<file path="config.mk">
export PLATFORM = sky130hd
export DESIGN_NAME = trapezoidal_motion_profile
export DESIGN_NICKNAME = d
export VERILOG_FILES = /design/src/hw/rtl/tmp_pkg.sv /design/src/hw/rtl/tmp_isqrt.sv /design/src/hw/rtl/tmp_datapath.sv /design/src/hw/rtl/tmp_ctrl.sv /design/src/hw/rtl/trapezoidal_motion_profile.sv
export SDC_FILE = /design/constraint.sdc
export NUM_CORES = 2
export LEC_CHECK = 0
export ABC_AREA = 0
export BUFFER_PORTS_ARGS = -buffer_cell sky130_fd_sc_hd__buf_2
export CORE_MARGIN = 8
export CORE_UTILIZATION = 50
export CTS_CLUSTER_DIAMETER = 60
export DETAILED_ROUTE_END_ITERATION = 8
export PLACE_DENSITY = 0.68
export SETUP_SLACK_MARGIN = 0.15
export SYNTH_ARGS = -nofsm -noshare
export SYNTH_HDL_FRONTEND = slang
export SYNTH_SLANG_ARGS = --single-unit
export TNS_END_PERCENT = 1
</file>
<file path="constraint.sdc">
create_clock -name clk -period 17.8 [get_ports clk]
set_input_delay 3.56 -clock clk [delete_from_list [all_inputs] [get_ports clk]]
set_output_delay 3.56 -clock clk [all_outputs]
set_load 0.01 [all_outputs]
</file>
<file path="src/hw/rtl/tmp_pkg.sv">
// Shared constants, types and helpers for the trapezoidal motion profile block.
`default_nettype none

package tmp_pkg;

  // Field and datapath widths
  localparam int VAL_W      = 24;              // signed Q8.16 position / velocity
  localparam int VLIM_W     = 23;              // unsigned velocity limit
  localparam int DT_W       = 16;              // unsigned Q0.16 control period
  localparam int ACC_W      = 23;              // unsigned Q7.16 acceleration limit
  localparam int ROOT_W     = 24;              // stopping speed root width
  localparam int RAD_W      = 2 * ROOT_W;      // radicand 2*a*|e|
  localparam int MUL_A_W    = VAL_W + 1;       // shared multiplier, first operand
  localparam int MUL_B_W    = VAL_W;           // shared multiplier, second operand
  localparam int PROD_W     = MUL_A_W + MUL_B_W;
  localparam int ITER_W     = $clog2(ROOT_W);

  // Stream payload widths
  localparam int IN_DATA_W  = ((VAL_W + VLIM_W + 7) / 8) * 8;
  localparam int OUT_DATA_W = ((2 * VAL_W + 7) / 8) * 8;

  // Deadband: |error| * 10000 < 2^FRAC_BITS  <=>  |error| < ceil(2^FRAC_BITS / 10000)
  localparam int FRAC_BITS  = 16;
  localparam int DB_LIMIT   = ((1 << FRAC_BITS) + 9999) / 10000;

  // Configuration port
  localparam int CFG_ADDR_W = 1;
  localparam int CFG_DATA_W = 23;
  localparam logic [CFG_ADDR_W-1:0] REG_STEP_TIME   = 1'b0;
  localparam logic [CFG_ADDR_W-1:0] REG_ACCEL_LIMIT = 1'b1;
  localparam logic [DT_W-1:0]       STEP_TIME_RST   = 16'd655;
  localparam logic [ACC_W-1:0]      ACCEL_LIMIT_RST = 23'd32768;

  // Input opcodes
  localparam logic OP_STEP  = 1'b0;
  localparam logic OP_RESET = 1'b1;

  // Controller to datapath commands
  typedef struct packed {
    logic take_item;   // latch a new input transaction
    logic snap;        // position to target, velocity to zero
    logic mul_stop;    // radicand = 2 * accel * |error|
    logic mul_dv;      // dv_max = accel * dt >> 16
    logic sqrt_start;  // launch the square root
    logic calc_vel;    // new clamped velocity
    logic mul_pos;     // position step = vel * dt >> 16
    logic commit;      // integrate position, check overshoot
    logic load_out;    // capture result into the output register
  } cmd_t;

  // Datapath to controller status
  typedef struct packed {
    logic op_reset;
    logic dt_zero;
    logic deadband;
    logic sqrt_done;
  } status_t;

  // Saturate a value with three guard bits to the signed VAL_W range
  function automatic logic [VAL_W-1:0] sat_val(input logic [VAL_W+2:0] v);
    logic [VAL_W-1:0] r;
    if ((&v[VAL_W+2:VAL_W-1]) || !(|v[VAL_W+2:VAL_W-1])) begin
      r = v[VAL_W-1:0];
    end else if (v[VAL_W+2]) begin
      r = {1'b1, {(VAL_W-1){1'b0}}};
    end else begin
      r = {1'b0, {(VAL_W-1){1'b1}}};
    end
    return r;
  endfunction

endpackage

`default_nettype wire

</file>
<file path="src/hw/rtl/tmp_isqrt.sv">
// Bit-serial integer square root, one root bit per cycle.
`default_nettype none

module tmp_isqrt (
  input  wire                       clk,
  input  wire                       rst_n,
  input  wire                       start_i,
  input  wire [tmp_pkg::RAD_W-1:0]  radicand_i,
  output logic                      done_o,
  output logic [tmp_pkg::ROOT_W-1:0] root_o
);

  localparam int RW = tmp_pkg::ROOT_W;

  logic [tmp_pkg::RAD_W-1:0]  rad_r, rad_nxt;
  logic [RW:0]                rem_r, rem_nxt;
  logic [RW-1:0]              root_r, root_nxt;
  logic [tmp_pkg::ITER_W-1:0] cnt_r, cnt_nxt;
  logic                       busy_r, busy_nxt;
  logic                       done_r, done_nxt;

  logic [RW+2:0] rem_sh;
  logic [RW+2:0] trial;

  // Bring down two radicand bits, try to subtract 4*root+1
  always_comb begin
    rem_sh   = {rem_r, rad_r[tmp_pkg::RAD_W-1 -: 2]};
    trial    = {1'b0, root_r, 2'b01};
    rad_nxt  = rad_r;
    rem_nxt  = rem_r;
    root_nxt = root_r;
    cnt_nxt  = cnt_r;
    busy_nxt = busy_r;
    done_nxt = 1'b0;
    if (start_i && !busy_r) begin
      rad_nxt  = radicand_i;
      rem_nxt  = '0;
      root_nxt = '0;
      cnt_nxt  = tmp_pkg::ITER_W'(RW - 1);
      busy_nxt = 1'b1;
    end else if (busy_r) begin
      rad_nxt = {rad_r[tmp_pkg::RAD_W-3:0], 2'b00};
      if (rem_sh >= trial) begin
        rem_nxt  = (RW + 1)'(rem_sh - trial);
        root_nxt = {root_r[RW-2:0], 1'b1};
      end else begin
        rem_nxt  = rem_sh[RW:0];
        root_nxt = {root_r[RW-2:0], 1'b0};
      end
      cnt_nxt = cnt_r - 1'b1;
      if (cnt_r == '0) begin
        busy_nxt = 1'b0;
        done_nxt = 1'b1;
      end
    end
  end

  // Hold iteration state
  always_ff @(posedge clk) begin
    rad_r  <= rad_nxt;
    rem_r  <= rem_nxt;
    root_r <= root_nxt;
    cnt_r  <= cnt_nxt;
    if (!rst_n) begin
      busy_r <= 1'b0;
      done_r <= 1'b0;
    end else begin
      busy_r <= busy_nxt;
      done_r <= done_nxt;
    end
  end

  assign done_o = done_r;
  assign root_o = root_r;

  a_start_busy: assert property (@(posedge clk) disable iff (!rst_n)
    (start_i && !busy_r) |=> busy_r)
    else $error("square root did not start");

  a_last_done: assert property (@(posedge clk) disable iff (!rst_n)
    (busy_r && cnt_r == '0) |=> (done_r && !busy_r))
    else $error("square root did not finish after its last iteration");

endmodule

`default_nettype wire

</file>
<file path="src/hw/rtl/tmp_datapath.sv">
// Profile datapath: configuration, state, shared multiplier, velocity and position update.
`default_nettype none

module tmp_datapath (
  input  wire                             clk,
  input  wire                             rst_n,
  input  wire                             cfg_we,
  input  wire [tmp_pkg::CFG_ADDR_W-1:0]   cfg_addr,
  input  wire [tmp_pkg::CFG_DATA_W-1:0]   cfg_wdata,
  input  wire [tmp_pkg::IN_DATA_W-1:0]    in_tdata,
  input  wire                             in_tuser,
  input  wire tmp_pkg::cmd_t              cmd_i,
  output tmp_pkg::status_t                status_o,
  output logic [tmp_pkg::OUT_DATA_W-1:0]  out_tdata,
  output logic                            out_tuser
);

  localparam int VW = tmp_pkg::VAL_W;

  // Configuration registers
  logic [tmp_pkg::DT_W-1:0]  step_time_r;
  logic [tmp_pkg::ACC_W-1:0] accel_r;

  // Profile state and item registers
  logic [VW-1:0]               pos_r, vel_r;
  logic [VW-1:0]               target_r;
  logic [tmp_pkg::VLIM_W-1:0]  vlim_r;
  logic                        op_r;
  logic [VW-1:0]               mag_r;
  logic                        dir_neg_r;
  logic [tmp_pkg::RAD_W-1:0]   rad_r;
  logic [tmp_pkg::ACC_W-1:0]   dvmax_r;
  logic [VW-1:0]               vel_new_r;
  logic [VW:0]                 step_r;
  logic [tmp_pkg::OUT_DATA_W-1:0] out_data_r;
  logic                        out_user_r;

  logic [VW-1:0]  in_target;
  logic [VW:0]    err;
  logic [VW:0]    err_abs;

  logic signed [tmp_pkg::MUL_A_W-1:0] mul_a;
  logic signed [tmp_pkg::MUL_B_W-1:0] mul_b;
  logic signed [tmp_pkg::PROD_W-1:0]  prod;

  logic [tmp_pkg::ROOT_W-1:0] root;
  logic                       sqrt_done;

  logic [VW-1:0]        dmag;
  logic signed [VW+1:0] desired, dv, dv_cl, dvm_pos, dvm_neg;
  logic [VW+2:0]        vsum;
  logic signed [VW+1:0] pos_sum;
  logic signed [VW+2:0] diff;
  logic                 overshoot;

  // Error against current position for an incoming item
  assign in_target = in_tdata[VW-1:0];
  assign err       = {in_target[VW-1], in_target} - {pos_r[VW-1], pos_r};
  assign err_abs   = err[VW] ? (~err + 1'b1) : err;

  // Shared multiplier: a*|e|, a*dt, vel*dt
  always_comb begin
    if (cmd_i.mul_stop) begin
      mul_a = {1'b0, mag_r};
    end else begin
      mul_a = {{(tmp_pkg::MUL_A_W - tmp_pkg::DT_W){1'b0}}, step_time_r};
    end
    if (cmd_i.mul_pos) begin
      mul_b = vel_new_r;
    end else begin
      mul_b = {{(tmp_pkg::MUL_B_W - tmp_pkg::ACC_W){1'b0}}, accel_r};
    end
  end
  assign prod = mul_a * mul_b;

  // Desired velocity and clamped velocity change
  always_comb begin
    dmag = ({1'b0, vlim_r} < root) ? {1'b0, vlim_r} : root;
    desired = dir_neg_r ? -$signed({2'b00, dmag}) : $signed({2'b00, dmag});
    dv      = desired - $signed({{2{vel_r[VW-1]}}, vel_r});
    dvm_pos = $signed({{(VW + 2 - tmp_pkg::ACC_W){1'b0}}, dvmax_r});
    dvm_neg = -dvm_pos;
    if (dv > dvm_pos) begin
      dv_cl = dvm_pos;
    end else if (dv < dvm_neg) begin
      dv_cl = dvm_neg;
    end else begin
      dv_cl = dv;
    end
    vsum = {{3{vel_r[VW-1]}}, vel_r} + {dv_cl[VW+1], dv_cl};
  end

  // Integrated position and overshoot test
  always_comb begin
    pos_sum   = $signed({{2{pos_r[VW-1]}}, pos_r}) + $signed({step_r[VW], step_r});
    diff      = $signed({{3{target_r[VW-1]}}, target_r}) - $signed({pos_sum[VW+1], pos_sum});
    overshoot = dir_neg_r ? (diff >= 0) : (diff <= 0);
  end

  tmp_isqrt u_isqrt (
    .clk        (clk),
    .rst_n      (rst_n),
    .start_i    (cmd_i.sqrt_start),
    .radicand_i (rad_r),
    .done_o     (sqrt_done),
    .root_o     (root)
  );

  // Configuration writes
  always_ff @(posedge clk) begin
    if (!rst_n) begin
      step_time_r <= tmp_pkg::STEP_TIME_RST;
      accel_r     <= tmp_pkg::ACCEL_LIMIT_RST;
    end else if (cfg_we) begin
      unique case (cfg_addr)
        tmp_pkg::REG_STEP_TIME:   step_time_r <= cfg_wdata[tmp_pkg::DT_W-1:0];
        tmp_pkg::REG_ACCEL_LIMIT: accel_r     <= cfg_wdata[tmp_pkg::ACC_W-1:0];
        default: ;
      endcase
    end
  end

  // Profile state update
  always_ff @(posedge clk) begin
    if (!rst_n) begin
      pos_r <= '0;
      vel_r <= '0;
    end else if (cmd_i.snap) begin
      pos_r <= target_r;
      vel_r <= '0;
    end else if (cmd_i.commit) begin
      if (overshoot) begin
        pos_r <= target_r;
        vel_r <= '0;
      end else begin
        pos_r <= tmp_pkg::sat_val({pos_sum[VW+1], pos_sum});
        vel_r <= vel_new_r;
      end
    end
  end

  // Item, intermediate and result registers
  always_ff @(posedge clk) begin
    if (cmd_i.take_item) begin
      op_r      <= in_tuser;
      target_r  <= in_target;
      vlim_r    <= in_tdata[VW +: tmp_pkg::VLIM_W];
      mag_r     <= err_abs[VW-1:0];
      dir_neg_r <= err[VW];
    end
    if (cmd_i.mul_stop) begin
      rad_r <= {prod[tmp_pkg::RAD_W-2:0], 1'b0};
    end
    if (cmd_i.mul_dv) begin
      dvmax_r <= prod[tmp_pkg::DT_W +: tmp_pkg::ACC_W];
    end
    if (cmd_i.calc_vel) begin
      vel_new_r <= tmp_pkg::sat_val(vsum);
    end
    if (cmd_i.mul_pos) begin
      step_r <= prod[tmp_pkg::DT_W +: VW + 1];
    end
    if (cmd_i.load_out) begin
      out_data_r <= {vel_r, pos_r};
      out_user_r <= (pos_r == target_r) && (vel_r == '0);
    end
  end

  always_comb begin
    status_o.op_reset  = (op_r == tmp_pkg::OP_RESET);
    status_o.dt_zero   = (step_time_r == '0);
    status_o.deadband  = ({8'd0, mag_r} < 32'(tmp_pkg::DB_LIMIT));
    status_o.sqrt_done = sqrt_done;
  end

  assign out_tdata = out_data_r;
  assign out_tuser = out_user_r;

  a_snap_stops: assert property (@(posedge clk) disable iff (!rst_n)
    cmd_i.snap |=> (vel_r == '0 && pos_r == $past(target_r)))
    else $error("snap did not land on target at rest");

endmodule

`default_nettype wire

</file>
<file path="src/hw/rtl/tmp_ctrl.sv">
// Sequencing controller for the profile datapath and the stream handshakes.
`default_nettype none

module tmp_ctrl (
  input  wire               clk,
  input  wire               rst_n,
  input  wire               in_tvalid,
  output logic              in_tready,
  output logic              out_tvalid,
  input  wire               out_tready,
  input  wire tmp_pkg::status_t status_i,
  output tmp_pkg::cmd_t     cmd_o
);

  typedef enum logic [3:0] {
    S_IDLE,
    S_EVAL,
    S_MSTOP,
    S_SQRT0,
    S_SQRTW,
    S_VEL,
    S_MPOS,
    S_COMMIT,
    S_OUT
  } state_t;

  state_t state_r, state_nxt;
  logic   out_tvalid_r, out_tvalid_nxt;
  logic   out_free;

  assign in_tready = (state_r == S_IDLE);
  assign out_free  = !out_tvalid_r || out_tready;

  // Decode commands and next state
  always_comb begin
    cmd_o          = '0;
    state_nxt      = state_r;
    out_tvalid_nxt = out_tvalid_r && !out_tready;
    unique case (state_r)
      S_IDLE: begin
        if (in_tvalid) begin
          cmd_o.take_item = 1'b1;
          state_nxt       = S_EVAL;
        end
      end
      S_EVAL: begin
        priority if (status_i.op_reset) begin
          cmd_o.snap = 1'b1;
          state_nxt  = S_OUT;
        end else if (status_i.dt_zero) begin
          state_nxt = S_OUT;
        end else if (status_i.deadband) begin
          cmd_o.snap = 1'b1;
          state_nxt  = S_OUT;
        end else begin
          state_nxt = S_MSTOP;
        end
      end
      S_MSTOP: begin
        cmd_o.mul_stop = 1'b1;
        state_nxt      = S_SQRT0;
      end
      S_SQRT0: begin
        cmd_o.sqrt_start = 1'b1;
        cmd_o.mul_dv     = 1'b1;
        state_nxt        = S_SQRTW;
      end
      S_SQRTW: begin
        if (status_i.sqrt_done) begin
          state_nxt = S_VEL;
        end
      end
      S_VEL: begin
        cmd_o.calc_vel = 1'b1;
        state_nxt      = S_MPOS;
      end
      S_MPOS: begin
        cmd_o.mul_pos = 1'b1;
        state_nxt     = S_COMMIT;
      end
      S_COMMIT: begin
        cmd_o.commit = 1'b1;
        state_nxt    = S_OUT;
      end
      S_OUT: begin
        if (out_free) begin
          cmd_o.load_out = 1'b1;
          out_tvalid_nxt = 1'b1;
          state_nxt      = S_IDLE;
        end
      end
      default: state_nxt = S_IDLE;
    endcase
  end

  // Hold state and output valid
  always_ff @(posedge clk) begin
    if (!rst_n) begin
      state_r      <= S_IDLE;
      out_tvalid_r <= 1'b0;
    end else begin
      state_r      <= state_nxt;
      out_tvalid_r <= out_tvalid_nxt;
    end
  end

  assign out_tvalid = out_tvalid_r;

  a_no_overwrite: assert property (@(posedge clk) disable iff (!rst_n)
    cmd_o.load_out |-> (!out_tvalid_r || out_tready))
    else $error("result overwritten before it was taken");

  a_sqrt_window: assert property (@(posedge clk) disable iff (!rst_n)
    status_i.sqrt_done |-> (state_r == S_SQRTW))
    else $error("square root finished outside its wait state");

endmodule

`default_nettype wire

</file>
<file path="src/hw/rtl/trapezoidal_motion_profile.sv">
// Top level of the trapezoidal motion profile generator.
// One axis of trapezoidal setpoints in signed Q8.16. Each input transaction is
// either a reset (tuser = 1: load position, zero velocity) or a step toward a
// target under a per-step speed limit and the configured acceleration limit;
// every transaction yields exactly one result transaction with the new position,
// velocity and an at-target flag. A reset, a step inside the deadband or a step
// with a zero period goes from evaluation straight to the result; a full step
// also takes the square root of the stopping speed, which resolves one of its
// 24 root bits per cycle. One item is worked at a time; a
// new item is accepted while the previous result is still waiting on out_tready.
// Configuration (step_time at index 0, accel_limit at index 1) is written through cfg_we /
// cfg_addr / cfg_wdata; the user must write it only while the block is idle, as the block does not enforce this.
`default_nettype none

module trapezoidal_motion_profile (
  input  wire                             clk,
  input  wire                             rst_n,
  // configuration write port
  input  wire                             cfg_we,
  input  wire [tmp_pkg::CFG_ADDR_W-1:0]   cfg_addr,
  input  wire [tmp_pkg::CFG_DATA_W-1:0]   cfg_wdata,
  // input stream
  input  wire                             in_tvalid,
  output logic                            in_tready,
  input  wire [tmp_pkg::IN_DATA_W-1:0]    in_tdata,   // target_position[23:0], velocity_limit[46:24]
  input  wire                             in_tuser,   // opcode
  // result stream
  output logic                            out_tvalid,
  input  wire                             out_tready,
  output logic [tmp_pkg::OUT_DATA_W-1:0]  out_tdata,  // command_position[23:0], command_velocity[47:24]
  output logic                            out_tuser   // at_target
);

  tmp_pkg::cmd_t    cmd;
  tmp_pkg::status_t status;

  tmp_ctrl u_ctrl (
    .clk        (clk),
    .rst_n      (rst_n),
    .in_tvalid  (in_tvalid),
    .in_tready  (in_tready),
    .out_tvalid (out_tvalid),
    .out_tready (out_tready),
    .status_i   (status),
    .cmd_o      (cmd)
  );

  tmp_datapath u_datapath (
    .clk       (clk),
    .rst_n     (rst_n),
    .cfg_we    (cfg_we),
    .cfg_addr  (cfg_addr),
    .cfg_wdata (cfg_wdata),
    .in_tdata  (in_tdata),
    .in_tuser  (in_tuser),
    .cmd_i     (cmd),
    .status_o  (status),
    .out_tdata (out_tdata),
    .out_tuser (out_tuser)
  );

endmodule

`default_nettype wire

</file>
==> impl_metrics.yaml <==
synthesis:
  synth_edf_count: 288
  async_reset_ff_share_pct: 0
  synth_area_leaders: "fa_1, edfxtp_1, ha_1"
  synth_area_sq_um: 46000
  synth.most_common_cell: "inv_1"
  yosysSeqAreaShare_pct: 25.2
  ys_top_cells_by_count: "inv_1, nand2_1, fa_1"
  synth_top_area_cell: "fa_1"
  synth.top_cell.area_share_pct: 21.1
  yosysWarningCount: 0
  ys_types: 90
  syn_avg_cell_area_sq_um: 9.40
  synth_nets: 5870
  ys_ff_latch: 436
  synth_cells: 4893
  synth_flop_cell: "edfxtp_1"
die:
  num_io_pins: 129
  fp.dieH_um: 319
  core_sq_um: 91400
  fp.dieW_um: 319
  dieArea_sq_um: 102000
  start_util_pct: 50.3
  rows: 111
clock_tree:
  cts_setup_buffers: 0
  cts_buffers: 55
  cts_resized: 0
  cts_root_buffer: "clkbuf_16"
  path_clk_slew_ns: 0.06
  clock_latency_ns: 0.65
  htree_levels: 2
  clockBufferDepth: 3
  tritoncts: "yes"
  cts_num_sinks: 436
  cts_hold_buf: 0
drt:
  avgRoutedWirePerCell_um: 21.8
  first_pass_iters: 5
  vias: 36103
  highest_layer: "met4"
  dr_wl_met2_mm: 60.2
  finalWirelength_mm: 135
  wl_met1_mm: 58.1
  drt-initial-drc-count: 2815
  drc: 0
  wl_met3_mm: 11.5
  vias_per_cell: 5.83
  ant_nets: 0
worst_hold_path:
  hold_path_class: "flip-flop to flip-flop"
  min_from: "u_datapath.accel_r[17]"
sta:
  fin_ws_ns: 5.06
  drv_slew: 0
  fin_crit_sh_pct: 71.6
  post-route-min-period_ns: 12.74
  worst_pin_slew_ns: 1.17
  max_freq_mhz: 78.5
  finalSetupViolations: 0
  tns_ns: 0
  slew_headroom_pct: 20.1
  finalHoldViolations: 0
  rsz0062_at_grt: "false"
  fin_skew_ns: 0.0726
grt:
  grt_pass1_vias: 35574
  grt_pass1_wl_mm: 208
  grt_overflow: 0
  grt_max_degree: 75
  antenna_found_initial: 2
  grtUsageTotal_pct: 26.0
worst_setup_path:
  cp-startpoint: "u_datapath.u_isqrt.root_o[21]"
  max_stage_delay_ns: 0.61
  rr_startpoint: "u_datapath.u_isqrt.root_o[21]"
  critical_path_class: "flip-flop to flip-flop"
  worst_path_max_delay_cell: "nor4_1"
  cp.required_ns: 18.12
  crit_fanout: 52
  start_kind: "flip-flop"
  critical_path_arrival_ns: 13.06
  end_kind: "flip-flop"
cells_and_area:
  drive_above_1_share_pct: 8.57
  num_antenna_cells: 0
  stdcell_count: 6189
  area_growth_pct: 8.46
  fin_nets: 5933
  final_util_pct: 54.6
power:
  p_leak_nw: 21.5
  p_per_area_nw_per_um2: 121
  total_power_mw: 6.05
  peakVddDrop_mv: 0.0976
placed_design:
  place.gp.congestion: 0.971
  place_hpwl_mm: 105
  dp_slack_ns: 5.10
  portBuffers: 127
  placed_cells_incl_taps: 6085
status:
  status: "finished clean"
flow_run:
  drv_cap: 0
## logic make-up after synthesis
logic type                 after synthesis  synth area share, %
buffers and inverters                  854                 7.02
DFF                                    436                 25.2
xor gates and xnor gates               249                 4.74
AOI/OAI and AO/OA                      896                 13.1
muxes                                  170                 3.96
and+or+nand+nor                       1389                 13.6
adders and majority gates              899                 32.4
## stage by stage
stage          hold WS [ns]  instance area, sq um
6_report              0.465                 49900
2_1_floorplan         0.437                 46000
3_3_place_gp          0.451                 48000
3_5_place_dp          0.459                 48000
4_1_cts               0.433                 49900
5_1_grt               0.484                 49900
## power breakdown
part	internal, mW	switching (mW)
clock network	0.681	0.483
registers	1.29	0.102
logic	1.37	2.13
total	3.33	2.71
## worst max-delay path: cells and delay by family, from the launching register on
kind / cells / cell delay (ns)
AOI/OAI and AO/OA: 24 / 5.03
xor gates and xnor gates: 1 / 0.25
adders and majority gates: 5 / 1.79
buffers and inverters: 5 / 1.33
DFF: 1 / 0.40
muxes: 2 / 0.69
and+or+nand+nor: 12 / 2.84
## final timing paths
check,end,cells after the start,slack (ns)
worst max-delay path,u_datapath.vel_new_r[3],49,5.06
worst min-delay path,u_datapath.accel_r[17],2,0.46
worst max register to register,u_datapath.vel_new_r[3],49,5.06
worst min register to register,u_datapath.accel_r[17],2,0.46
## routing by layer
layer  track usage (%)  vias to the layer above
met5                 0                        -
met4              8.55                        0
met3              5.01                      244
met2              41.0                     1337
met1              35.9                    17861
li1                  -                    16661
## registers in the layout (all words and copies together) (netlist names)
name / count
u_datapath.u_isqrt.root_o: 24
u_datapath.u_isqrt.busy_r: 1
u_datapath.u_isqrt.done_o: 1
u_ctrl.state_r: 4
u_datapath.rad_r: 47
u_datapath.out_tdata: 48
u_datapath.dir_neg_r: 1
u_datapath.u_isqrt.cnt_r: 5
u_datapath.vel_new_r: 24
u_datapath.vlim_r: 23
u_datapath.target_r: 24
u_datapath.u_isqrt.rad_r: 47
u_datapath.step_time_r: 16
u_datapath.step_r: 25
u_datapath.op_r: 1
u_datapath.vel_r: 24
u_datapath.accel_r: 23
u_ctrl.out_tvalid: 1
u_datapath.mag_r: 24
u_datapath.u_isqrt.rem_r: 25
u_datapath.pos_r: 24
u_datapath.out_tuser: 1
u_datapath.dvmax_r: 23
## cells in the final DEF, fill, tap and decap left out, drive strengths merged, types with 28 or more instances in the layout
cell type	netlist	routed
xnor2	147	147
inv	673	684
nor4	36	36
buf	17	185
nor3	65	65
mux2i	74	74
and2	54	54
nor2b	36	36
nand3	58	58
o211ai	30	30
a22o	56	56
xor2	102	102
o21a	39	39
nor2	325	325
fa	486	486
o31ai	43	43
a21boi	42	42
a21o	102	102
ha	413	413
o21ai	153	153
nand2	635	635
nand2b	44	44
dfxtp	148	148
edfxtp	288	288
nand4	28	28
a21oi	225	225
mux2	96	96
a31oi	28	28
clkbuf	162	75
## cell type report
cell class / count / area (sq um)
Timing Repair Buffer: 185 / 1070
Tap cell: 1186 / 1480
Fill cell: 8332 / 41500
Sequential cell: 436 / 11600
Clock inverter: 29 / 335
Inverter: 675 / 2530
Multi-Input combinational cell: 3603 / 31300
Clock buffer: 75 / 1590
Note: power is estimated with default switching activity, not from simulation.
